<file path="src/sv/sdpid_pkg.sv">
`timescale 1ns / 1ps

package sdpid_pkg;

  // fixed point and field widths
  localparam int GAIN_FRAC_BITS = 16;
  localparam int CNT_W          = 32;
  localparam int CNT_FIELD_W    = 32;
  localparam int GAIN_W         = 24;
  localparam int SPD_W          = 16;
  localparam int DIST_W         = 16;
  localparam int ERR_W          = 32;

  // derived datapath widths
  localparam int SUM_W   = GAIN_W + 1;
  localparam int TGT_W   = DIST_W + GAIN_W - GAIN_FRAC_BITS;
  localparam int DLT_W   = ERR_W + 1;
  localparam int PROD_W  = GAIN_W + 1 + DLT_W;
  localparam int CTL_W   = PROD_W + 2;
  localparam int OUT_Q_W = CTL_W + 1;

  // queue between front and back
  localparam int FIFO_DEPTH = 4;
  localparam int FIFO_AW    = $clog2(FIFO_DEPTH);

  // register port
  localparam int APB_AW = 5;
  localparam int APB_DW = 32;

  typedef enum logic [2:0] {
    REG_GAIN_P,
    REG_GAIN_I,
    REG_GAIN_D,
    REG_INT_LIMIT,
    REG_TICKS_PER_MM,
    REG_FWD_SPEED,
    REG_BWD_SPEED,
    REG_RIGHT_OFFSET
  } reg_idx_t;

  // what the back end has to do with one item
  typedef enum logic [1:0] {
    OP_PASS,
    OP_START,
    OP_BRAKE,
    OP_RUN
  } op_t;

  typedef struct packed {
    logic                     action;
    logic signed [DIST_W-1:0] move_mm;
    logic [CNT_FIELD_W-1:0]   left_count;
    logic [CNT_FIELD_W-1:0]   right_count;
  } cmd_t;

  typedef struct packed {
    logic signed [SPD_W-1:0] left_motor;
    logic signed [SPD_W-1:0] right_motor;
    logic                    brake;
    logic                    moving;
  } res_t;

  typedef struct packed {
    op_t                     op;
    logic                    moving;
    logic                    going_back;
    logic signed [ERR_W-1:0] err;
  } job_t;

  typedef struct packed {
    logic [GAIN_W-1:0]       gain_p_q16;
    logic [GAIN_W-1:0]       gain_i_dt_q16;
    logic [GAIN_W-1:0]       gain_d_over_dt_q16;
    logic [GAIN_W-1:0]       integral_limit;
    logic [GAIN_W-1:0]       ticks_per_mm_q16;
    logic signed [SPD_W-1:0] forward_speed;
    logic signed [SPD_W-1:0] backward_speed;
    logic signed [SPD_W-1:0] right_offset;
  } cfg_t;

endpackage

</file>
<file path="src/sv/sdpid_regs.sv">
`timescale 1ns / 1ps

module sdpid_regs import sdpid_pkg::*; (
  input  logic              clk,
  input  logic              rst,
  input  logic              psel,
  input  logic              penable,
  input  logic              pwrite,
  input  logic [APB_AW-1:0] paddr,
  input  logic [APB_DW-1:0] pwdata,
  output logic [APB_DW-1:0] prdata,
  output logic              pready,
  output cfg_t              cfg
);

  localparam cfg_t CFG_RESET = '{
    gain_p_q16:         GAIN_W'(78643),
    gain_i_dt_q16:      GAIN_W'(26),
    gain_d_over_dt_q16: GAIN_W'(1638400),
    integral_limit:     GAIN_W'(25000),
    ticks_per_mm_q16:   GAIN_W'(416601),
    forward_speed:      SPD_W'(700),
    backward_speed:     SPD_W'(-800),
    right_offset:       SPD_W'(100)
  };

  logic     wr_en;
  reg_idx_t idx;

  assign pready = 1'b1;
  assign wr_en  = psel && penable && pwrite;
  assign idx    = reg_idx_t'(paddr[APB_AW-1:2]);

  // register writes
  always_ff @(posedge clk) begin
    if (rst) begin
      cfg <= CFG_RESET;
    end else if (wr_en) begin
      unique case (idx)
        REG_GAIN_P:       cfg.gain_p_q16         <= pwdata[GAIN_W-1:0];
        REG_GAIN_I:       cfg.gain_i_dt_q16      <= pwdata[GAIN_W-1:0];
        REG_GAIN_D:       cfg.gain_d_over_dt_q16 <= pwdata[GAIN_W-1:0];
        REG_INT_LIMIT:    cfg.integral_limit     <= pwdata[GAIN_W-1:0];
        REG_TICKS_PER_MM: cfg.ticks_per_mm_q16   <= pwdata[GAIN_W-1:0];
        REG_FWD_SPEED:    cfg.forward_speed      <= pwdata[SPD_W-1:0];
        REG_BWD_SPEED:    cfg.backward_speed     <= pwdata[SPD_W-1:0];
        REG_RIGHT_OFFSET: cfg.right_offset       <= pwdata[SPD_W-1:0];
      endcase
    end
  end

  // read mux, speeds read back sign extended
  always_comb begin
    unique case (idx)
      REG_GAIN_P:       prdata = APB_DW'(cfg.gain_p_q16);
      REG_GAIN_I:       prdata = APB_DW'(cfg.gain_i_dt_q16);
      REG_GAIN_D:       prdata = APB_DW'(cfg.gain_d_over_dt_q16);
      REG_INT_LIMIT:    prdata = APB_DW'(cfg.integral_limit);
      REG_TICKS_PER_MM: prdata = APB_DW'(cfg.ticks_per_mm_q16);
      REG_FWD_SPEED:    prdata = APB_DW'($signed(cfg.forward_speed));
      REG_BWD_SPEED:    prdata = APB_DW'($signed(cfg.backward_speed));
      REG_RIGHT_OFFSET: prdata = APB_DW'($signed(cfg.right_offset));
    endcase
  end

endmodule

</file>
<file path="config.mk">
export PLATFORM = sky130hd
export DESIGN_NAME = sdpid_regs
export DESIGN_NICKNAME = d
export VERILOG_FILES = /design/src/sv/sdpid_pkg.sv /design/src/sv/sdpid_regs.sv
export SDC_FILE = /design/constraint.sdc
export NUM_CORES = 1
export LEC_CHECK = 0
export BUFFER_PORTS_ARGS = -buffer_cell sky130_fd_sc_hd__buf_2
export CAP_MARGIN = 40
export CELL_PAD_IN_SITES_DETAIL_PLACEMENT = 0
export CELL_PAD_IN_SITES_GLOBAL_PLACEMENT = 1
export CORE_MARGIN = 5
export CORE_UTILIZATION = 36
export CTS_CLUSTER_SIZE = 16
export DETAILED_ROUTE_END_ITERATION = 12
export PLACE_DENSITY = 0.83
export SLEW_MARGIN = 20
export SYNTH_ARGS = -nofsm -noshare
export SYNTH_HDL_FRONTEND = slang
export SYNTH_SLANG_ARGS = --single-unit
</file>
<file path="constraint.sdc">
create_clock -name clk -period 2.3 [get_ports clk]
set_clock_uncertainty 0.05 [all_clocks]
set_input_delay 0.46 -clock clk [delete_from_list [all_inputs] [get_ports clk]]
set_output_delay 0.46 -clock clk [all_outputs]
set_load 0.03 [all_outputs]
</file>
# Word level (Yosys, flattened, before mapping)
# Index checks and enable logic that the tools add are counted.
word_totals:
  output_inout_bits: 201
  n_memories: 0
  mem_bits_rw: 0
  rom_bits: 0
  register_bits: 168
  latch_bits: 0
  wordCells: 27
op_classes:
  order_cmp: 0
  addsub: 0
  shifts: 0
  reduce_logical: 11
  mux: 1
  multipliers: 0
  eq_ne: 7
  bitwise_logic: 0
  div: 0
ops:
  columns: ["operator", "n"]
  rows:
  - ["$pmux W32 S8", 1]
  - ["$reduce_and A2 Y1", 8]
  - ["$eq A3 B3 Y1 const B", 4]
  - ["$eq A3 B2 Y1 const B", 2]
  - ["$eq A3 B1 Y1 const B", 1]
  - ["$logic_not A3 Y1", 1]
  - ["$logic_and A1 B1 Y1", 2]

# Depth between registers and ports, before layout
depth:
  ltp_word: 3
  mapped_depth: 7

# Worst setup path before layout
# OpenSTA, ideal clock, no wires.
synth_path:
  kind: "input to output"
  start: "in paddr[4]"
  end: "out prdata[13]"
  cell_stages: 6
  path_slack_ns: -0.021
  t_arrival_ns: 1.811
  path_cell_list: "buf_2 -> buf_4 -> nor2b_2 -> buf_4 -> a221oi_1 -> a21oi_1"
synth_via:
  elab_chain_len: 2
  elab_cells_between_ends: 9
  cone_classes: "7 x eq/ne; 1 x mux; 1 x reduce/logical"
synth_lines:
  columns: ["item", "line_no", "source"]
  rows:
  - ["start, declared", "sdpid_regs.sv:9", "input logic [APB_AW-1:0] paddr,"]
  - ["$eq A3 B3 Y1 (tied with other cells)", "sdpid_regs.sv:54", "unique case (idx)"]
  - ["$pmux W32 S8 (*)", "sdpid_regs.sv:54", null]
  - ["end, declared", "sdpid_regs.sv:11", "output logic [APB_DW-1:0] prdata,"]
# Mark *: on every way between the ends. The rest lies on a longest branch, timed or not.

# Worst setup path in the final report
layout_path:
  start: "in paddr[2]"
  end: "out prdata[7]"
# The elaborated chain is that of the path after synthesis.

==> impl_metrics.py <==
metrics = {
    "synth": {
        "ys_seq_area_share_pct": 45.25,
        "syn_avg_cell_area_sq_um": 7.898,
        "synth_cell_type_count": 44,
        "yosysWarningCount": 0,
        "syn_area_sq_um": 7432,
        "synth.largest_area_cell": "dfxtp_1",
        "synth_top_area_share_pct": 45.25,
        "synth_compound_area_share_pct": 19.61,
        "syn_nets": 983,
        "ys.flop_type": "dfxtp_1",
        "synth_adder_area_share_pct": 0,
        "synthMuxAreaShare_pct": 5.724,
        "async_flop_share_pct": 0,
        "synthTopCellsByArea": "dfxtp_1 45%, nand2_1 13%, a21oi_1 12%, mux2i_1 3.9%, nor3_1 3.8%",
        "synth_xor_area_share_pct": 0,
        "synthCells": 941,
        "ys_seq_elements": 168,
        "synth_top_family_by_area": "simple AND/OR/NAND/NOR gates",
        "synth_edf_count": 0,
        "yosys.area_share.simple_pct": 22.68,
    },
    "place": {
        "gp_congestion": 0.8553,
        "dp_cells": 1429,
        "dp_slack_ns": -0.2197,
        "place_hpwl_um": 20920,
        "io_buffers": 231,
    },
    "routing": {
        "first_pass_iters": 7,
        "wire_per_inst_um": 20.05,
        "drcViolationCount": 0,
        "ant_nets": 0,
        "via_per_inst": 5.254,
        "wl_um": 29450,
        "vias": 7718,
        "drtIter0Drc": 516,
    },
    "final_layout": {
        "nFillCells": 2028,
        "largest_reg_flops": 168,
        "nets": 1228,
        "utilization_pct": 49.71,
        "largest-register": "cfg",
        "stdcell_count": 1469,
        "largestRegisters": "cfg (168)",
        "areaGrowthSynthToFinish_pct": 35.77,
        "antennaDiodeCount": 0,
        "drive_gt1_share_pct": 32.61,
    },
    "setup_path": {
        "critical_path.startpoint": "paddr[2]",
        "critPathMaxFanout": 6,
        "rr_startpoint": "cfg[79]$_SDFFE_PP1P_",
        "crit_path_end_kind": "output port",
        "crit_cells": 7,
        "slowest_delay_ns": 0.39,
        "path_cells": "buf_6, buf_4, nor2b_4, buf_4, a221o_1, o22a_1, buf_6",
        "critPathArrivalTime_ns": 1.79,
        "r2r-end": "cfg[79]$_SDFFE_PP1P_",
        "cp_num_buf_inv": 4,
        "worst-r2r-setup-slack_ns": 1.46,
        "worstSetupEndpoint": "prdata[7]",
        "cp_top_family": "compound AO/OA/AOI/OAI gates",
        "worstSetupPathType": "input port to output port",
        "r2r_cells": 3,
        "critPathRequiredTime_ns": 1.79,
        "start_kind": "input port",
        "cp_slowest_cell": "a221o_1",
    },
    "timing": {
        "period_needed_ns": 2.297,
        "fmax_mhz": 435.4,
        "finalSetupTns_ns": 0,
        "hold_violations": 0,
        "drv_slew": 0,
        "finalSetupViolations": 0,
        "grt_setup_unrepaired": "true",
        "setup_ws_ns": 0.003265,
        "period_share_pct": 99.86,
        "hold_ws_ns": 0.2537,
    },
    "hold_path": {
        "hp-class": "input port to flip-flop",
    },
    "grt": {
        "grt_usage_pct": 23.92,
        "grt_start_max_net_pins": 62,
        "antenna_found_initial": 0,
        "overflow": 0,
        "grt_pass1_vias": 7474,
        "grt_pass1_wl_um": 44150,
    },
    "floorplanning": {
        "fp-row-count": 52,
        "die_area_sq_um": 23620,
        "fp.dieH_um": 153.7,
        "coreArea_sq_um": 20300,
        "start_util_pct": 36.61,
        "ios": 243,
        "die_w_um": 153.7,
    },
    "clock_network": {
        "cts-root-buf": "clkbuf_16",
        "cts_sinks": 168,
        "htreeDepth": 4,
        "cts_tree": "done",
        "clk-insertion-delay-late_ns": 0.43,
        "clk_pin_slew_ns": 0.07,
        "hold_buffers": 0,
        "cts_buffers": 17,
        "clockBufferDepth": 2,
    },
    "power": {
        "sw_frac_of_total_pct": 29.25,
        "ir_drop_uv": 490.7,
        "power.net_switching_mw": 1.943,
        "p_int_mw": 4.700,
        "leakagePower_nw": 4.158,
        "p_comb_share_pct": 12.2,
        "sequentialPowerShare_pct": 44.3,
        "p_per_area_nw_per_um2": 658.3,
        "clock_power_share_pct": 43.5,
    },
    "status": {
        "status": "finished, final reports clean",
    },
    "job": {
        "max_cap_violations": 0,
    },
}
[cell type report]
cell class                      count  area, sq um  area share, %
Clock inverter                     15        176.4          1.748
Tap cell                          270        337.8          3.348
Timing Repair Buffer              306         2032          20.14
Clock buffer                       17        425.4          4.216
Sequential cell                   168         3376          33.45
Inverter                           15        56.30         0.5580
Multi-Input combinational cell    678         3687          36.54
[worst register-to-register path: stages (launching register included)]
cell and delay, ns:
dfxtp_2 0.32, buf_4 0.13, nor3_1 0.17, a21oi_1 0.05
[power groups by stage]
stage               registers (mW)  logic (mW)  clock network, mW
global placement              3.01       0.741                  0
detailed placement            3.01       0.741                  0
global route                  2.95       0.851               3.06
floorplan                     3.05       0.403                  0
finish                        2.95       0.811               2.89
CTS                           2.95       0.789               2.93
[metrics by stage]
stage | cell area [sq um] | total power, mW
after floorplan | 7462 | 3.456
after global placement | 9198 | 3.755
after detailed placement | 9198 | 3.756
after CTS | 9983 | 6.665
after global routing | 10090 | 6.862
final | 10090 | 6.643
[synth_stat cells, types with 2 or more instances]
cell type,number
a21oi_1,176
a221oi_1,3
a221oi_2,9
buf_1,2
buf_2,34
buf_4,15
buf_6,5
clkbuf_1,25
dfxtp_1,168
inv_1,15
mux2_1,5
mux2_2,7
mux2i_1,29
nand2_1,253
nand2b_1,5
nor2_1,61
nor2_2,2
nor2_4,2
nor2b_1,3
nor3_1,56
nor3_4,2
o21ai_0,9
o21ai_1,5
o22a_1,3
o22ai_1,2
o2bb2ai_1,9
o31a_1,11
o32a_1,9
[cells in the final DEF (no fill, tap or decap), types with 3 or more instances in the layout]
cell type,synthesis,routed
nand2_1,253,251
buf_2,34,211
a21oi_1,176,168
dfxtp_1,168,160
buf_4,15,60
nor2_1,61,59
nor3_1,56,56
mux2i_1,29,28
clkbuf_16,0,17
buf_6,5,16
inv_1,15,15
buf_12,0,13
o31a_1,11,11
o2bb2ai_1,9,9
o32a_1,9,9
o21ai_0,9,8
a21oi_2,0,8
mux2_2,7,7
a221oi_2,9,7
dfxtp_2,0,7
o21ai_1,5,6
inv_8,0,6
nand2b_1,5,5
mux2_1,5,4
clkinv_8,0,4
nor2_4,2,3
nand2_2,1,3
o22a_1,3,3
a221oi_4,0,3
nor2_2,2,3
inv_6,0,3
clkbuf_4,0,3
[worst min-delay path by stage]
stage / start / endpoint / slack (ns) / cells past startpoint
2_1_floorplan: pwdata[19] / cfg[115]$_SDFFE_PP1P_ / 0.54 / 2
3_3_place_gp: cfg[118]$_SDFFE_PP0P_ / cfg[118]$_SDFFE_PP0P_ / 0.41 / 2
3_5_place_dp: cfg[18]$_SDFFE_PP0P_ / cfg[18]$_SDFFE_PP0P_ / 0.41 / 2
4_1_cts: pwdata[16] / cfg[64]$_SDFFE_PP0P_ / 0.24 / 3
5_1_grt: pwdata[21] / cfg[117]$_SDFFE_PP0P_ / 0.25 / 3
6_report: pwdata[16] / cfg[88]$_SDFFE_PP0P_ / 0.25 / 3
[timing repair]
item	in CTS	in global routing
endpoints found under the setup margin	22	23
buffers inserted	3	4
gates resized for setup	44	24
pin swaps	14	8
gates cloned	2	1
[logic make-up (layout without fill, tap and decap cells)]
kind of cell	after synthesis	after routing
DFF	168	168
buffers and inverters	96	353
and+or+nand+nor	394	395
AOI/OAI and AO/OA	241	241
other	1	1
muxes	41	41
[per-layer routing]
| layer | part of all wire (%) | track usage [%] | wire, um |
|---|---|---|---|
| met1 | 40 | 29.09 | 11740 |
| met2 | 48 | 39.80 | 14040 |
| met3 | 8.5 | 6.408 | 2512 |
| met4 | 3.9 | 10.56 | 1152 |
| met5 | 0 | 0 | 0 |
No activity file was read; power rests on OpenSTA's default activity.
