--- src/sv/sdpid_pkg.sv ---
`timescale 1ns / 1ps

package sdpid_pkg;

  // fixed point and field widths
  localparam int GAIN_FRAC_BITS = 16;
  localparam int CNT_W          = 32;
  localparam int CNT_FIELD_W    = 32;
  localparam int GAIN_W         = 24;
  localparam int SPD_W          = 16;
  localparam int DIST_W         = 16;
  localparam int ERR_W          = 32;

  // derived datapath widths
  localparam int SUM_W   = GAIN_W + 1;
  localparam int TGT_W   = DIST_W + GAIN_W - GAIN_FRAC_BITS;
  localparam int DLT_W   = ERR_W + 1;
  localparam int PROD_W  = GAIN_W + 1 + DLT_W;
  localparam int CTL_W   = PROD_W + 2;
  localparam int OUT_Q_W = CTL_W + 1;

  // queue between front and back
  localparam int FIFO_DEPTH = 4;
  localparam int FIFO_AW    = $clog2(FIFO_DEPTH);

  // register port
  localparam int APB_AW = 5;
  localparam int APB_DW = 32;

  typedef enum logic [2:0] {
    REG_GAIN_P,
    REG_GAIN_I,
    REG_GAIN_D,
    REG_INT_LIMIT,
    REG_TICKS_PER_MM,
    REG_FWD_SPEED,
    REG_BWD_SPEED,
    REG_RIGHT_OFFSET
  } reg_idx_t;

  // what the back end has to do with one item
  typedef enum logic [1:0] {
    OP_PASS,
    OP_START,
    OP_BRAKE,
    OP_RUN
  } op_t;

  typedef struct packed {
    logic                     action;
    logic signed [DIST_W-1:0] move_mm;
    logic [CNT_FIELD_W-1:0]   left_count;
    logic [CNT_FIELD_W-1:0]   right_count;
  } cmd_t;

  typedef struct packed {
    logic signed [SPD_W-1:0] left_motor;
    logic signed [SPD_W-1:0] right_motor;
    logic                    brake;
    logic                    moving;
  } res_t;

  typedef struct packed {
    op_t                     op;
    logic                    moving;
    logic                    going_back;
    logic signed [ERR_W-1:0] err;
  } job_t;

  typedef struct packed {
    logic [GAIN_W-1:0]       gain_p_q16;
    logic [GAIN_W-1:0]       gain_i_dt_q16;
    logic [GAIN_W-1:0]       gain_d_over_dt_q16;
    logic [GAIN_W-1:0]       integral_limit;
    logic [GAIN_W-1:0]       ticks_per_mm_q16;
    logic signed [SPD_W-1:0] forward_speed;
    logic signed [SPD_W-1:0] backward_speed;
    logic signed [SPD_W-1:0] right_offset;
  } cfg_t;

endpackage

--- src/sv/sdpid_front.sv ---
`timescale 1ns / 1ps

module sdpid_front import sdpid_pkg::*; (
  input  logic clk,
  input  logic rst,
  input  cfg_t cfg,
  input  logic cmd_valid,
  output logic cmd_ready,
  input  cmd_t cmd,
  output logic job_valid,
  input  logic job_ready,
  output job_t job
);

  localparam logic signed [ERR_W+1:0] ERR_MAX = (ERR_W+2)'((64'sd1 <<< (ERR_W-1)) - 1);
  localparam logic signed [ERR_W+1:0] ERR_MIN = -ERR_MAX - (ERR_W+2)'(1);

  logic                     active;
  logic                     going_back;
  logic [CNT_W-1:0]         left_origin;
  logic [CNT_W-1:0]         right_origin;
  logic [TGT_W-1:0]         goal_ticks;

  logic                     take;
  logic                     start_go;
  logic                     active_next;
  logic [DIST_W:0]          dist_ext;
  logic [DIST_W:0]          dist_neg;
  logic [DIST_W-1:0]        dist_mag;
  logic [DIST_W+GAIN_W-1:0] tgt_prod;
  logic [CNT_W-1:0]         left_travel;
  logic [CNT_W-1:0]         right_travel;
  logic [CNT_W-1:0]         left_abs;
  logic [CNT_W-1:0]         right_abs;
  logic [CNT_W:0]           travel_sum;
  logic signed [CNT_W:0]    diff;
  logic signed [ERR_W+1:0]  diff_x;
  logic signed [ERR_W-1:0]  err_sat;
  logic                     reached;
  job_t                     job_next;

  assign cmd_ready = !job_valid || job_ready;
  assign take      = cmd_valid && cmd_ready;

  // distance magnitude and target ticks
  assign dist_ext = {cmd.move_mm[DIST_W-1], cmd.move_mm};
  assign dist_neg = -dist_ext;
  assign dist_mag = cmd.move_mm[DIST_W-1] ? dist_neg[DIST_W-1:0] : dist_ext[DIST_W-1:0];
  assign tgt_prod = dist_mag * cfg.ticks_per_mm_q16;

  // wrapped wheel travel since the origins
  assign left_travel  = cmd.left_count[CNT_W-1:0] - left_origin;
  assign right_travel = cmd.right_count[CNT_W-1:0] - right_origin;
  assign left_abs     = left_travel[CNT_W-1] ? (~left_travel + 1'b1) : left_travel;
  assign right_abs    = right_travel[CNT_W-1] ? (~right_travel + 1'b1) : right_travel;
  assign travel_sum   = {1'b0, left_abs} + {1'b0, right_abs};
  // floor(sum / 2) >= target is the same as sum >= 2 * target
  assign reached      = travel_sum >= (CNT_W+1)'({goal_ticks, 1'b0});

  // left minus right, saturated to the error width
  assign diff   = $signed({left_travel[CNT_W-1], left_travel})
                - $signed({right_travel[CNT_W-1], right_travel});
  assign diff_x = (ERR_W+2)'(diff);

  always_comb begin
    if (diff_x > ERR_MAX) begin
      err_sat = ERR_MAX[ERR_W-1:0];
    end else if (diff_x < ERR_MIN) begin
      err_sat = ERR_MIN[ERR_W-1:0];
    end else begin
      err_sat = diff_x[ERR_W-1:0];
    end
  end

  // classify the item
  always_comb begin
    start_go            = 1'b0;
    active_next         = active;
    job_next.op         = OP_PASS;
    job_next.moving     = active;
    job_next.going_back = going_back;
    job_next.err        = err_sat;
    if (!cmd.action) begin
      if (cmd.move_mm != '0) begin
        start_go            = 1'b1;
        active_next         = 1'b1;
        job_next.op         = OP_START;
        job_next.moving     = 1'b1;
        job_next.going_back = cmd.move_mm[DIST_W-1];
      end
    end else if (active) begin
      if (reached) begin
        active_next     = 1'b0;
        job_next.op     = OP_BRAKE;
        job_next.moving = 1'b0;
      end else begin
        job_next.op = OP_RUN;
      end
    end
  end

  // control state
  always_ff @(posedge clk) begin
    if (rst) begin
      active     <= 1'b0;
      going_back <= 1'b0;
      job_valid  <= 1'b0;
    end else begin
      if (take) begin
        active <= active_next;
      end
      if (take && start_go) begin
        going_back <= cmd.move_mm[DIST_W-1];
      end
      if (take) begin
        job_valid <= 1'b1;
      end else if (job_ready) begin
        job_valid <= 1'b0;
      end
    end
  end

  // move origins, target and the outgoing transaction
  always_ff @(posedge clk) begin
    if (take && start_go) begin
      left_origin  <= cmd.left_count[CNT_W-1:0];
      right_origin <= cmd.right_count[CNT_W-1:0];
      goal_ticks   <= tgt_prod[DIST_W+GAIN_W-1:GAIN_FRAC_BITS];
    end
    if (take) begin
      job <= job_next;
    end
  end

endmodule

--- config.mk ---
export PLATFORM = sky130hd
export DESIGN_NAME = sdpid_front
export DESIGN_NICKNAME = d
export VERILOG_FILES = /design/src/sv/sdpid_pkg.sv /design/src/sv/sdpid_front.sv
export SDC_FILE = /design/constraint.sdc
export NUM_CORES = 1
export LEC_CHECK = 0
export ABC_AREA = 1
export BUFFER_PORTS_ARGS = -buffer_cell sky130_fd_sc_hd__buf_2
export CORE_UTILIZATION = 39
export CTS_BUF_LIST = sky130_fd_sc_hd__clkbuf_8
export CTS_CLUSTER_SIZE = 28
export DETAILED_ROUTE_END_ITERATION = 7
export GPL_TIMING_DRIVEN = 0
export SLEW_MARGIN = 20
export SYNTH_ARGS = -nofsm -noshare
export SYNTH_HDL_FRONTEND = slang
export SYNTH_SLANG_ARGS = --single-unit
--- constraint.sdc ---
create_clock -name clk -period 17 [get_ports clk]
set_clock_uncertainty 0.05 [all_clocks]
set_input_delay 5.1 -clock clk [delete_from_list [all_inputs] [get_ports clk]]
set_output_delay 5.1 -clock clk [all_outputs]
set_load 0.03 [all_outputs]
== Yosys cells after proc, flatten, opt, wreduce, memory -nomap -nowiden ==
Index checks and enable logic that the tools add are counted.
W data, S select, Z words.
Storage, ports and cells
  input bits: 253
  output and inout port bits: 38
  word-level logic and storage cells: 48
  flip-flop bits (word level): 127
Cells by class
  bitwise logic cells: 2
  add/subtract/negate cells: 7
  reductions and logical operators: 8
  multipliers: 1
  order comparisons: 3
  mux-type cells: 17
Operator list (count)
  $mux W32: 3
  $add A32 B1 Y32 const B: 2
  $not A32 Y32: 2
  $sub A32 B32 Y32: 2
  $mul A16 B24 Y40: 1
  $add A32 B32 Y33: 1
  $ge A33 B25 Y1: 1
  $gt A33 B32 Y1 const B: 1
  $lt A33 B32 Y1 const B: 1
  $sub A32 B32 Y33: 1
  $mux W16: 1
  $neg A16 Y16: 1
  $reduce_bool A16 Y1: 1
  $mux W1: 10
  $mux W3: 3
  $reduce_bool A2 Y1: 2
  $logic_and A1 B1 Y1: 2
  $reduce_and A2 Y1: 1
  $logic_not A1 Y1: 1
  $logic_or A1 B1 Y1: 1

== Depth between registers and ports, before layout ==
  depth in word-level cells: 9
  gate-level depth with buffers: 42
  mapped depth without buffers: 41

== Worst setup path before layout ==
OpenSTA, ideal clock, no wires.
  kind: input to register
  start: input cmd[64] in the netlist's numbering
  end: register goal_ticks[19] (data pin)
  buffers on the path: 3
  path slack: 5.306 ns
  arrival time: 11.384 ns
  data required time: 16.690 ns
  stages: 31
  setup time: 0.260 ns
  cells stage by stage: buf_2 -> buf_1 -> inv_1 -> ha_1 -> inv_1 -> nor3_1 -> or2_2 -> xor2_1 -> clkbuf_1 -> nand2_1 -> fa_1 -> inv_1 -> fa_1 -> inv_1 -> fa_1 -> inv_1 -> fa_1 -> inv_1 -> fa_1 -> inv_1 -> fa_1 -> ha_1 -> a21oi_1 -> o21ai_0 -> a21oi_1 -> inv_1 -> a211oi_1 -> nand2_1 -> nand2_1 -> nand2_1 -> xor2_1
On the way
  word-level cells in the longest chain between the ends: 3
RTL lines
  start, declared: line sdpid_front.sv:9  | input cmd_t cmd,
  $neg A16 Y16: line sdpid_front.sv:47  | assign dist_neg = -dist_ext;
  $mux W16 *: line sdpid_front.sv:48  | assign dist_mag = cmd.move_mm[DIST_W-1] ? dist_neg[DIST_W-1:0] : dist_ext[DIST_W-1:0];
  $mul A16 B24 Y40 *: line sdpid_front.sv:49  | assign tgt_prod = dist_mag * cfg.ticks_per_mm_q16;
  via tgt_prod[35]: line sdpid_front.sv:30  | logic [DIST_W+GAIN_W-1:0] tgt_prod;
  end signal, assigned: line sdpid_front.sv:128  | goal_ticks <= tgt_prod[DIST_W+GAIN_W-1:GAIN_FRAC_BITS];
  end, declared: line sdpid_front.sv:22  | logic [TGT_W-1:0] goal_ticks;
Mark *: on every way through the listed nets, which the timed path passes. The rest lies on a longest branch.
A chain may end at the register's enable or synchronous reset.

== Worst setup path after layout ==
  start: input cmd[64] in the netlist's numbering
  end: register goal_ticks[22] (data pin)
Same word-level chain as after synthesis.

==> flow_metrics.env <==
export IMPL_ios=291
export IMPL_finalSetupViolCount=0
export IMPL_dpl_cell_area_um2=29900
export IMPL_worst_pin_slew_ns=1.02
export IMPL_finalCritPeriodShare_pct=78.4
export IMPL_r2r_end="job[33]$_DFFE_PP_"
export IMPL_min_from="going_back$_SDFFE_PP0P_"
export IMPL_syn_nets=4814
export IMPL_syn_to_final_growth_pct=8.52
export IMPL_layout_commonest_cell="nand2_1"
export IMPL_dp_hpwl_um=74100
export IMPL_path_class="input pin to flip-flop"
export IMPL_wl_per_cell_um=16.7
export IMPL_fmax_mhz=75.0
export IMPL_dieArea_um2=72700
export IMPL_h_tree_depth=4
export IMPL_post_cts_resized=0
export IMPL_first_global_vias=25100
export IMPL_seq_area_frac_synth_pct=13.5
export IMPL_syn_area_um2=27900
export IMPL_p_leak_nw=15.9
export IMPL_synth_cell_types=57
export IMPL_hp_class="flip-flop to flip-flop"
export IMPL_drt_iter0_drc=1605
export IMPL_maxSlewHeadroom_pct=31.7
export IMPL_start_util_pct=39.6
export IMPL_cts_sink_count=127
export IMPL_cts_tree="yes"
export IMPL_r2r_slack_ns=10.39
export IMPL_final_fill_count=7475
export IMPL_clk_path_buf_depth=2
export IMPL_track_usage_pct=23.6
export IMPL_tns_ns=0
export IMPL_firstDrtPassIters=6
export IMPL_dp_cells=5073
export IMPL_ant_nets=0
export IMPL_synth_edf_count=124
export IMPL_rsz0062_at_grt="false"
export IMPL_wl_um=85200
export IMPL_postSynthAreaPerCell_um2=7.00
export IMPL_place_port_buffers=141
export IMPL_coreArea_um2=70500
export IMPL_cts_root_buf="clkbuf_8"
export IMPL_yosys_warnings=0
export IMPL_hold_path_depth=2
export IMPL_gr_total_overflow=0
export IMPL_crit_slowest_cell="a21oi_1"
export IMPL_antenna_found_initial=3
export IMPL_status="finished clean"
export IMPL_reg2reg_from="right_origin[0]$_DFFE_PP_"
export IMPL_slowest_delay_ns=0.78
export IMPL_finalHoldViolCount=0
export IMPL_drc=0
export IMPL_synthCells=3990
export IMPL_grt_max_degree=57
export IMPL_cp_arrival_ns=13.54
export IMPL_fin_area_um2=30300
export IMPL_critPathMaxFanout=10
export IMPL_final_max_slew_viol_count=0
export IMPL_drive_gt1_share_pct=7.66
export IMPL_reg2reg_depth=33
export IMPL_nNetsFinal=4976
export IMPL_path_clk_slew_ns=0.10
export IMPL_viasPerCell=4.97
export IMPL_ir_drop_uv=287
export IMPL_cap_viol_max_count=0
export IMPL_numCtsBuffers=17
export IMPL_place_gp_congestion=0.962
export IMPL_hold_slack_ns=0.428
export IMPL_std_cell_rows=97
export IMPL_die_h_um=270
export IMPL_hold_end="going_back$_SDFFE_PP0P_"
export IMPL_clock_latency_ns=0.51
export IMPL_ys_flop_type="edfxtp_1"
export IMPL_post_route_util_pct=43.0
export IMPL_powerDensity_nw_per_um2=226
export IMPL_most_common_layout_cells="1,034 x nand2_1, 837 x inv_1, 398 x nor2_1"
export IMPL_setup_worst_path_start_class="input pin"
export IMPL_end_kind="flip-flop"
export IMPL_vias=25400
export IMPL_instances_no_fill=5106
export IMPL_critPathRequiredTime_ns=17.20
export IMPL_grt_pass1_wl_um=136000
export IMPL_ctsHoldBuffers=0
export IMPL_die_w_um=270
export IMPL_cts_setup_buffers=0
export IMPL_period_needed_ns=13.33
export IMPL_async_flop_share_pct=0
export IMPL_synth_seq_cells=127
critical path, delay by kind of cell:
| kind | cells | cell delay (ns) |
|---|---|---|
| buffers and inverters | 9 | 2.07 |
| adder cells (fa/ha/maj) | 8 | 3.67 |
| AND/OR/NAND/NOR | 9 | 1.20 |
| XOR/XNOR | 2 | 0.15 |
| AO/OA/AOI/OAI | 3 | 1.31 |
worst max-delay path by stage:
stage | from | endpoint | slack, ns | depth (start not counted)
2_1_floorplan | cmd[64] | goal_ticks[19]$_DFFE_PP_ | 5.31 | 31
3_3_place_gp | cmd[64] | goal_ticks[22]$_DFFE_PP_ | 3.27 | 31
3_5_place_dp | cmd[64] | goal_ticks[22]$_DFFE_PP_ | 3.30 | 31
4_1_cts | cmd[64] | goal_ticks[22]$_DFFE_PP_ | 3.80 | 31
5_1_grt | cmd[64] | goal_ticks[20]$_DFFE_PP_ | 3.25 | 31
6_report | cmd[64] | goal_ticks[22]$_DFFE_PP_ | 3.67 | 31
cells by family after synthesis:
family          share of synthesized area [%]
compound gates                           8.31
xor+xnor                                 4.45
fa+ha+maj                                33.9
buf+inv                                  12.6
flops                                    13.5
simple gates                             27.2
layer usage:
metal  track usage, %  vias up  wire length (µm)
met4             6.95        4              2270
met3             2.40      119              4240
li1                 -    12700                 -
met2             42.4      658             41900
met1             29.7    11900             36800
met5                0        -                23
sequential cells by signal, summed over array words and instances (netlist names):
name,flops
job,36
left_origin,32
right_origin,32
goal_ticks,24
active,1
going_back,1
job_valid,1
power by group:
group	switching (W)	internal (W)	leakage (nW)	total (W)
logic	0.00380	0.00212	14.5	0.00592
registers	0.0000144	0.000625	1.19	0.000640
clock network	0.000143	0.000168	0.220	0.000310
final cells by class:
class | instances | area [µm²] | share of cell area (%)
Inverter | 862 | 3240 | 10.7
Buffer | 63 | 288 | 0.949
Timing Repair Buffer | 143 | 753 | 2.48
Tap cell | 940 | 1180 | 3.88
Clock buffer | 19 | 262 | 0.862
Clock inverter | 13 | 186 | 0.615
Sequential cell | 127 | 3780 | 12.5
Multi-Input combinational cell | 2938 | 20600 | 68.0
Antenna cell | 1 | 2.50 | 0.00825
through the flow:
step / setup WS (ns) / total power, W
5_1_grt: 3.25 / 0.00770
4_1_cts: 3.80 / 0.00689
6_report: 3.67 / 0.00687
3_3_place_gp: 3.27 / 0.00649
3_5_place_dp: 3.30 / 0.00654
2_1_floorplan: 5.31 / 0.00496
synth_stat cells, drive strengths merged, types with 4 or more instances:
cell,number,area [µm²]
nand2,1075,4150
inv,857,3220
nor2,421,1660
fa,309,6190
ha,262,3280
a21oi,221,1130
nand3,160,851
o21ai,141,717
edfxtp,124,3720
xor2,109,955
nand4,61,388
nor3,45,284
clkbuf,41,154
xnor2,32,288
buf,22,134
nand3b,13,97.6
nor4,12,75.1
a21o,10,75.1
a31oi,9,56.3
o21a,9,67.6
or2,8,52.6
a21boi,7,60.1
o21bai,7,52.6
a211oi,6,45.0
a221oi,6,52.6
clkinv,5,18.8
o211ai,4,30.0
No activity file was read; power rests on OpenSTA's default activity.
