$ cat config.mk
export PLATFORM = sky130hd
export DESIGN_NAME = sdpid_fifo
export DESIGN_NICKNAME = d
export VERILOG_FILES = /design/src/sv/sdpid_pkg.sv /design/src/sv/sdpid_fifo.sv
export SDC_FILE = /design/constraint.sdc
export NUM_CORES = 1
export LEC_CHECK = 0
export CAP_MARGIN = 20
export CORE_ASPECT_RATIO = 0.5
export CORE_MARGIN = 2
export CORE_UTILIZATION = 62
export CTS_CLUSTER_SIZE = 25
export DETAILED_ROUTE_END_ITERATION = 16
export DONT_BUFFER_PORTS = 1
export GPL_TIMING_DRIVEN = 0
export PLACE_DENSITY = 0.76
export SLEW_MARGIN = 20
export SYNTH_ARGS = -nofsm -noshare
export SYNTH_HDL_FRONTEND = slang
export SYNTH_SLANG_ARGS = --single-unit
export TNS_END_PERCENT = 20
$ cat constraint.sdc
create_clock -name clk -period 2.7 [get_ports clk]
set_input_delay 0.27 -clock clk [delete_from_list [all_inputs] [get_ports clk]]
set_output_delay 0.27 -clock clk [all_outputs]
set_load 0.005 [all_outputs]
$ cat src/sv/sdpid_pkg.sv
`timescale 1ns / 1ps

package sdpid_pkg;

  // fixed point and field widths
  localparam int GAIN_FRAC_BITS = 16;
  localparam int CNT_W          = 32;
  localparam int CNT_FIELD_W    = 32;
  localparam int GAIN_W         = 24;
  localparam int SPD_W          = 16;
  localparam int DIST_W         = 16;
  localparam int ERR_W          = 32;

  // derived datapath widths
  localparam int SUM_W   = GAIN_W + 1;
  localparam int TGT_W   = DIST_W + GAIN_W - GAIN_FRAC_BITS;
  localparam int DLT_W   = ERR_W + 1;
  localparam int PROD_W  = GAIN_W + 1 + DLT_W;
  localparam int CTL_W   = PROD_W + 2;
  localparam int OUT_Q_W = CTL_W + 1;

  // queue between front and back
  localparam int FIFO_DEPTH = 4;
  localparam int FIFO_AW    = $clog2(FIFO_DEPTH);

  // register port
  localparam int APB_AW = 5;
  localparam int APB_DW = 32;

  typedef enum logic [2:0] {
    REG_GAIN_P,
    REG_GAIN_I,
    REG_GAIN_D,
    REG_INT_LIMIT,
    REG_TICKS_PER_MM,
    REG_FWD_SPEED,
    REG_BWD_SPEED,
    REG_RIGHT_OFFSET
  } reg_idx_t;

  // what the back end has to do with one item
  typedef enum logic [1:0] {
    OP_PASS,
    OP_START,
    OP_BRAKE,
    OP_RUN
  } op_t;

  typedef struct packed {
    logic                     action;
    logic signed [DIST_W-1:0] move_mm;
    logic [CNT_FIELD_W-1:0]   left_count;
    logic [CNT_FIELD_W-1:0]   right_count;
  } cmd_t;

  typedef struct packed {
    logic signed [SPD_W-1:0] left_motor;
    logic signed [SPD_W-1:0] right_motor;
    logic                    brake;
    logic                    moving;
  } res_t;

  typedef struct packed {
    op_t                     op;
    logic                    moving;
    logic                    going_back;
    logic signed [ERR_W-1:0] err;
  } job_t;

  typedef struct packed {
    logic [GAIN_W-1:0]       gain_p_q16;
    logic [GAIN_W-1:0]       gain_i_dt_q16;
    logic [GAIN_W-1:0]       gain_d_over_dt_q16;
    logic [GAIN_W-1:0]       integral_limit;
    logic [GAIN_W-1:0]       ticks_per_mm_q16;
    logic signed [SPD_W-1:0] forward_speed;
    logic signed [SPD_W-1:0] backward_speed;
    logic signed [SPD_W-1:0] right_offset;
  } cfg_t;

endpackage

$ cat src/sv/sdpid_fifo.sv
`timescale 1ns / 1ps

module sdpid_fifo import sdpid_pkg::*; (
  input  logic clk,
  input  logic rst,
  input  logic push_valid,
  output logic push_ready,
  input  job_t push_data,
  output logic pop_valid,
  input  logic pop_ready,
  output job_t pop_data
);

  job_t               slots [FIFO_DEPTH];
  logic [FIFO_AW-1:0] wr_ptr;
  logic [FIFO_AW-1:0] rd_ptr;
  logic [FIFO_AW:0]   count;
  logic               push;
  logic               pop;

  assign push_ready = count != (FIFO_AW+1)'(FIFO_DEPTH);
  assign pop_valid  = count != '0;
  assign push       = push_valid && push_ready;
  assign pop        = pop_valid && pop_ready;
  assign pop_data   = slots[rd_ptr];

  // pointers and fill level
  always_ff @(posedge clk) begin
    if (rst) begin
      wr_ptr <= '0;
      rd_ptr <= '0;
      count  <= '0;
    end else begin
      if (push) begin
        wr_ptr <= wr_ptr + 1'b1;
      end
      if (pop) begin
        rd_ptr <= rd_ptr + 1'b1;
      end
      if (push && !pop) begin
        count <= count + 1'b1;
      end else if (pop && !push) begin
        count <= count - 1'b1;
      end
    end
  end

  // entry storage
  always_ff @(posedge clk) begin
    if (push) begin
      slots[wr_ptr] <= push_data;
    end
  end

endmodule

-- Word level (Yosys, flattened, before mapping)
Memories as Yosys holds them, arrays and structs flattened. A register that Yosys moved wholly into a read port is not among the register bits.
Index checks and enable logic that the tools add are counted.
- reductions and logical operators: 8
- mux-type cells: 6
- equality and inequality tests: 1
- add/subtract/negate cells: 4
- operators by type and width (cell ; count):
    3-bit 2-to-1 mux ; 2
    2-bit by 1-bit adder with 2-bit output (second input constant) ; 2
    1-bit logical AND ; 4
    2-bit 2-to-1 mux ; 2
    3-bit by 1-bit adder with 3-bit output (second input constant) ; 1
    3-bit inequality test (second input constant) ; 1
    3-bit nonzero test ; 1
    3-bit by 1-bit subtractor with 3-bit output (second input constant) ; 1
    1-bit zero test ; 2
    1-bit 2-to-1 mux ; 2
    2-bit nonzero test ; 1
- input bits: 40
- logic and storage cells: 23
- memories: 1
- memory bits (writable): 144
- output and inout port bits: 38
- bits in registers: 7
- memories (memory ; words ; bits a word ; rd ports ; clocked after memory_dff ; wr ports ; line ; text):
    slots ; 4 ; 36 ; 1 ; 1 ; 1 ; sdpid_fifo.sv:14 ; job_t slots [FIFO_DEPTH];

-- Longest topological paths before layout
Gate-level depths: netlist (run 1).
- depth in word-level cells: 6
- gate-level depth with buffers: 8
- gate-level depth less buffers: 8

-- Worst setup path after synthesis (run 1)
Ideal clock, no wire load.
- kind: register to register
- from: register count[0]
- to: memory slots[0][0] in the netlist's numbering (enable)
- cell stages (with the launch flop): 4
- clock period less this slack: 2.079 ns
- path slack: 0.621 ns
- data required time: 2.303 ns
- setup time: 0.397 ns
- arrival: 1.682 ns
- buffers on the path: 0
- cell sequence: dfxtp_1 -> nor2_1 -> a21boi_2 -> and2_1
- word-level cells in the longest chain between the ends: 4
- ends and longest elaborated chain (item ; line ; text):
    start, declared ; sdpid_fifo.sv:17 ; logic [FIFO_AW:0] count;
    start signal, assigned ; sdpid_fifo.sv:41 ; count <= count + 1'b1;
    start signal, assigned ; sdpid_fifo.sv:43 ; count <= count - 1'b1;
    3-bit inequality test ; sdpid_fifo.sv:21 ; assign push_ready = count != (FIFO_AW+1)'(FIFO_DEPTH);
    1-bit logical AND ; sdpid_fifo.sv:23 ; assign push = push_valid && push_ready;
    via push ; sdpid_fifo.sv:18 ; logic push;
    1-bit 2-to-1 mux ; sdpid_fifo.sv:50 ; if (push) begin
    1-bit 2-to-1 mux (not written as such) ; sdpid_fifo.sv:51 ; slots[wr_ptr] <= push_data;
    end, declared ; sdpid_fifo.sv:14 ;
The timed path passes the listed nets, and every way through them passes these cells.

-- Final worst setup path (run 1)
- from: register count[0]
- to: register count[2]
- word-level cells in the longest chain between the ends: 5
- elaborated cells between the ends (all ways): 13
- classes of those cells: add/sub: 2; eq/ne: 1; mux: 2; reduce/logical: 8
- ends and longest elaborated chain (item ; line ; text):
    3-bit inequality test * ; sdpid_fifo.sv:21 ;
    1-bit logical AND * ; sdpid_fifo.sv:23 ;
    via push ; sdpid_fifo.sv:18 ;
    1-bit zero test ; sdpid_fifo.sv:42 ; end else if (pop && !push) begin
    1-bit logical AND ; sdpid_fifo.sv:42 ;
    2-bit nonzero test (no line) ; n/a ;
Mark *: on every way through the listed nets, which the timed path passes. The rest lies on a longest branch. The select of a mux whose other input is x is not followed.
A chain may end at the register's enable or synchronous reset.

==> impl_metrics.tcl, run 1 <==
set metrics [dict create \
    setup_ws_ps 386.8 \
    reg2regPathDepth 8 \
    first_pass_iters 4 \
    ant_nets 0 \
    arrival_ps 2650 \
    post_synth_most_frequent_cells "edfxtp_1, mux4_2, dfxtp_1, nor2_1, mux4_1" \
    grt_pass1_vias 2705 \
    core_mm2 0.008828 \
    row_count 24 \
    fillCellCount 466 \
    fp.dieW_um 139.8 \
    worstPathRequired_ps 3030 \
    dieArea_mm2 0.01005 \
    grt_first_pass_wirelength_mm 15.39 \
    hold_class "primary input to flip-flop" \
    gp_congestion 0.6793 \
    tightest_slew_ps 576.6 \
    finalMaxSlewViolations 0 \
    antenna_found_initial 0 \
    reg2reg_from "count[0]" \
    timing.fmax_mhz 432.3 \
    relSlewSlack_pct 61.56 \
    synth_seq_cells 153 \
    yosysTopAreaCell "edfxtp_1" \
    setup_viol 0 \
    port_buffers 0 \
    worstHoldEndpoint "rd_ptr[1]" \
    utilization_pct 78.87 \
    cts_resized 0 \
    synth_nets 282 \
    cts_made_buffers 17 \
    cts_setup_buffers 0 \
    period_share_pct 85.67 \
    reg2reg_slack_ps 390 \
    comb_power_share_pct 19.0 \
    start_kind "flip-flop" \
    async_flop_share_pct 0 \
    synthCells 236 \
    rsz0062_at_grt "no" \
    p_leak_nw 2.283 \
    num_antenna_cells 0 \
    cts_num_sinks 153 \
    yosys_warnings 0 \
    synth.cell_area_mm2 0.005714 \
    grt-ovfl-total 0 \
    crit_path_end_kind "flip-flop" \
    p_int_mw 5.101 \
    cts_tree "yes" \
    num-nets-final 341 \
    chipHeight_um 71.89 \
    fin_skew_ps 5.658 \
    synth_area_per_cell_um2 24.21 \
    seqPwrFrac_pct 44.3 \
    start_util_pct 64.73 \
    final-hold-violation-count 0 \
    seq_area_frac_synth_pct 78.83 \
    p_sw_mw 1.627 \
    dp_cells 357 \
    drt-vias-per-instance 5.998 \
    status "finished clean" \
    synthTopCellsByArea "edfxtp_1, mux4_2, dfxtp_1" \
    p_total_mw 6.728 \
    fin_area_mm2 0.006963 \
    cts_buffer_depth 2 \
    path_delay_family "adder cells" \
    drtIter0Drc 213 \
    slowest_stage "dfxtp_1" \
    ir_drop_mv 0.6289 \
    dr_total_vias 2549 \
    cp_max_fo 7 \
    finalWirelength_mm 9.840 \
    synth_ff_type "edfxtp_1" \
    syn2layout_area_growth_pct 21.85 \
    cts.clk_slew.worst_paths_ps 60 \
    finalSetupTns_ps 0 \
    hold_ws_ps 202.5 \
    instances_no_fill 425 \
    wl_per_cell_um 23.15 \
    io_pins 78 \
    clockPowerShare_pct 36.7 \
    grt_max_degree 20 \
    place_area_mm2 0.005976 \
    h-tree-depth 4 \
    route.detailed.drc 0 \
    root_buffer "clkbuf_16" \
    swShare_pct 24.19 \
    cp_slowest_stage_delay_ps 450 \
    yosysMostFrequentCell "edfxtp_1" \
    min_path_cells 3 \
    clock_latency_ps 410 \
    path_cells "nor2_1, a21boi_2, ha_1, inv_1, fa_1, xor2_1, or3_1, a21oi_1" \
    layout-drive-gt1-share_pct 25.32 \
    fin_crit_ps 2313 \
    grt_usage_pct 21.56 \
    dp_hpwl_mm 5.752 \
    min-delay-start "pop_ready" \
    critical_path_class "flip-flop to flip-flop" \
    power.density_mw_per_mm2 966.3 \
    critical_path_buf_inv_count 1 \
    cap_violations 0 \
    ys_types 25 \
    dp_slack_ps 383.5 \
    synth_edf_count 144 \
    yosysTopAreaCellShare_pct 75.67 \
    r2r-end "count[2]" \
]
## state kept, by name, summed over array words and instances, names as in the netlist, named ones only
register  flops
wr_ptr        2
rd_ptr        2
count         3
slots       144
## timing repair
action	in CTS	in global routing
setup endpoints to repair	0	0
endpoints found under the hold margin	144	0
hold buffers	36	0
## power by group through the flow
stage | sequential [mW] | clock, mW | combinational (mW)
final | 2.98 | 2.47 | 1.28
after floorplan | 3.00 | 0 | 0.956
after detailed placement | 3.03 | 0 | 1.23
after global placement | 3.01 | 0 | 1.14
after global routing | 3.00 | 2.60 | 1.37
after CTS | 2.98 | 2.51 | 1.31
## logic make-up after synthesis
family / synth area share, %
AND/OR/NAND/NOR: 1.467
AO/OA/AOI/OAI: 0.6568
flip-flops: 78.83
adder cells (fa/ha/maj): 1.445
XOR/XNOR: 0.6130
multiplexers: 15.13
buffers and inverters: 1.861
## cells in the final DEF (no fill, tap or decap), types with 4 or more instances in the layout
cell type      instances
edfxtp_1             144
dlygate4sd3_1         36
clkinvlp_4             4
nor2_1                 8
ha_1                   5
buf_16                 4
xor2_1                 4
bufinv_16              4
clkbuf_16             17
and2_2                 4
mux4_2                30
dfxtp_1                9
mux4_1                 6
## worst max-delay path by stage
stage / startpoint / to / slack (ps) / cells past startpoint
floorplan: count[0] / slots[0][0] / 620 / 3
global placement: count[0] / slots[1][5] / -10 / 3
detailed placement: count[0] / count[2] / 380 / 8
CTS: count[0] / count[2] / 370 / 8
global route: count[0] / count[2] / 200 / 8
finish: count[0] / count[2] / 390 / 8
## cell type report
cell class	instances	area, um2	area share, %
clock inverter	13	193.9	2.785
sequential	153	4504	64.69
clock buffer	19	432.9	6.217
buffer	9	95.09	1.366
tap	117	146.4	2.102
multi-input combinational	71	1109	15.92
inverter	3	11.26	0.1617
timing repair buffer	40	470.5	6.757
## worst register-to-register path, stage by stage, from the launching register on
cell and delay, ps:
dfxtp_1 450, nor2_1 110, a21boi_2 300, ha_1 250, inv_1 70, fa_1 380
xor2_1 190, or3_1 330, a21oi_1 160
## layer usage
layer	GRT usage [%]	up-vias	share of wire, %
li1	-	1116	-
met1	27.30	1328	41
met2	35.56	93	52
met3	6.618	12	5.8
met4	9.667	0	1.7
met5	0	-	0
No activity file was read; power rests on OpenSTA's default activity.
==> inputs of run 2 (changes only) <==
CORE_UTILIZATION = 30   (was 62)
PLACE_DENSITY = 0.42   (was 0.76)
==> run 2 against run 1 <==
  * Cell count grew 33%
  * Fmax rose by 1.0%
  * Via count fell by 3.1%
  * Hold slack lost 40 ps
  * Critical path type unchanged
  * Largest cell class unchanged
  * Highest routed layer unchanged
==> impl_metrics.tcl, run 2 (synthesized netlist as in run 1, its figures left out) <==
set metrics [dict create \
    row_count 35 \
    setup_ws_ps 410.1 \
    cp_slowest_stage_delay_ps 450 \
    route.detailed.drc 0 \
    layout.cells.most_common "edfxtp_1" \
    layout-drive-gt1-share_pct 24.84 \
    p_leak_nw 2.271 \
    path_cells "nor2_1, a21boi_2, ha_1, inv_1, fa_1, xor2_1, or3_1, a21oi_1" \
    rsz0062_at_grt "no" \
    ir_drop_mv 0.4126 \
    cts_tree "yes" \
    cp_max_fo 7 \
    final-hold-violation-count 0 \
    core_mm2 0.01852 \
    drtIter0Drc 69 \
    comb_power_share_pct 18.9 \
    cts_setup_buffers 0 \
    largest_register_ff_count 144 \
    grt_first_pass_wirelength_mm 15.73 \
    cts_buffer_depth 2 \
    crit_path_end_kind "flip-flop" \
    first_pass_iters 6 \
    status "finished clean" \
    io_pins 78 \
    timing.fmax_mhz 436.7 \
    num-nets-final 339 \
    finalWirelength_mm 10.42 \
    top_register "slots" \
    dieArea_mm2 0.02023 \
    p_int_mw 5.119 \
    grt_max_degree 37 \
    hold_class "primary input to flip-flop" \
    grt_usage_pct 11.13 \
    fp.dieW_um 199.2 \
    cts.clk_slew.worst_paths_ps 60 \
    slowest_stage "dfxtp_1" \
    final_cell_mix "edfxtp_1, dlygate4sd3_1, mux4_2, clkbuf_16, dfxtp_1" \
    clock_latency_ps 400 \
    tightest_slew_ps 635.3 \
    critical_path_class "flip-flop to flip-flop" \
    chipHeight_um 101.6 \
    finalMaxSlewViolations 0 \
    dp_slack_ps 427.5 \
    dr_total_vias 2470 \
    syn2layout_area_growth_pct 24.13 \
    cts_made_buffers 17 \
    relSlewSlack_pct 57.64 \
    p_total_mw 6.741 \
    start_kind "flip-flop" \
    cts_num_sinks 153 \
    num_antenna_cells 0 \
    period_share_pct 84.81 \
    gp_congestion 0.6548 \
    fin_crit_ps 2290 \
    fillCellCount 1670 \
    setup_viol 0 \
    port_buffers 0 \
    p_sw_mw 1.622 \
    swShare_pct 24.06 \
    wl_per_cell_um 18.45 \
    drt-vias-per-instance 4.372 \
    cap_violations 0 \
    ant_nets 0 \
    h-tree-depth 4 \
    seqPwrFrac_pct 44.0 \
    clockPowerShare_pct 37.1 \
    grt_pass1_vias 2662 \
    top_regs "slots: 144 flops, count: 3 flops" \
    antenna_found_initial 0 \
    grt-ovfl-total 0 \
    dp_hpwl_mm 6.237 \
    hold_ws_ps 162.6 \
    arrival_ps 2620 \
    start_util_pct 30.85 \
    power.density_mw_per_mm2 950.4 \
    root_buffer "clkbuf_16" \
    fin_skew_ps 5.334 \
    worstPathRequired_ps 3030 \
]
## run 2: cell types whose count changed in the layout (fill, tap and decap cells not counted)
cell        before  now
and2_2           4    1
and2_4           0    3
buf_16           4    2
clkbuf_8         0    2
clkinv_2         0    2
clkinv_4         2    1
clkinvlp_4       4    3
inv_6            3    1
## run 2: what timing repair did
action	4_1_cts	5_1_grt
hold buffers	36	0
resized for setup	0	0
endpoints found under the hold margin	144	0
## run 2: per-layer routing
metal	wire [um]	part of all wire (%)	vias to the layer above	GRT usage, %
met5	0	0	-	0
met4	107	1.0	0	4.478
met3	421	4.0	7	3.497
met2	5391	52	44	18.95
met1	4504	43	1320	13.33
li1	-	-	1099	-
## run 2: area by class of cell
cell class / instances / area (um2) / share of cell area, %
buffer: 9 / 95.09 / 1.341
clock buffer: 21 / 460.4 / 6.491
clock inverter: 11 / 170.2 / 2.399
timing repair buffer: 38 / 415.4 / 5.856
sequential: 153 / 4504 / 63.50
tap: 259 / 324.1 / 4.569
inverter: 3 / 11.26 / 0.1588
multi-input combinational: 71 / 1112 / 15.68
## run 2: stage by stage
| step | setup TNS (ps) | cells | util, % | instance area (um2) |
|---|---|---|---|---|
| after floorplan | 0 | 236 | - | 5714 |
| after global placement | -44910 | 495 | 32.60 | 6038 |
| after detailed placement | 0 | 497 | 32.94 | 6102 |
| after CTS | 0 | 565 | 38.29 | 7093 |
| after global routing | 0 | 565 | 38.29 | 7093 |
| final | 0 | 565 | 38.29 | 7093 |
## run 2: final timing paths
| path | startpoint | end | slack, ps | cells past startpoint |
|---|---|---|---|---|
| hold reg to reg | wr_ptr[1] | wr_ptr[1] | 540 | 2 |
| setup / recovery | count[0] | count[2] | 410 | 8 |
| setup reg to reg | count[0] | count[2] | 410 | 8 |
| hold / removal | pop_ready | rd_ptr[0] | 160 | 3 |
## run 2: power by group through the flow
stage               Combinational [mW]  Sequential (mW)  Clock (mW)
floorplan                        0.956             3.00           0
global placement                  1.22             3.02           0
detailed placement                1.27             3.02           0
CTS                               1.34             2.97        2.59
global route                      1.40             2.99        2.69
finish                            1.27             2.96        2.50
## run 2: critical path: cells and delay by family (launching register included)
family / cells / cell delay (ps)
compound gates: 2 / 480
xor+xnor: 1 / 180
simple gates: 2 / 410
fa+ha+maj: 2 / 630
flops: 1 / 450
buf+inv: 1 / 70
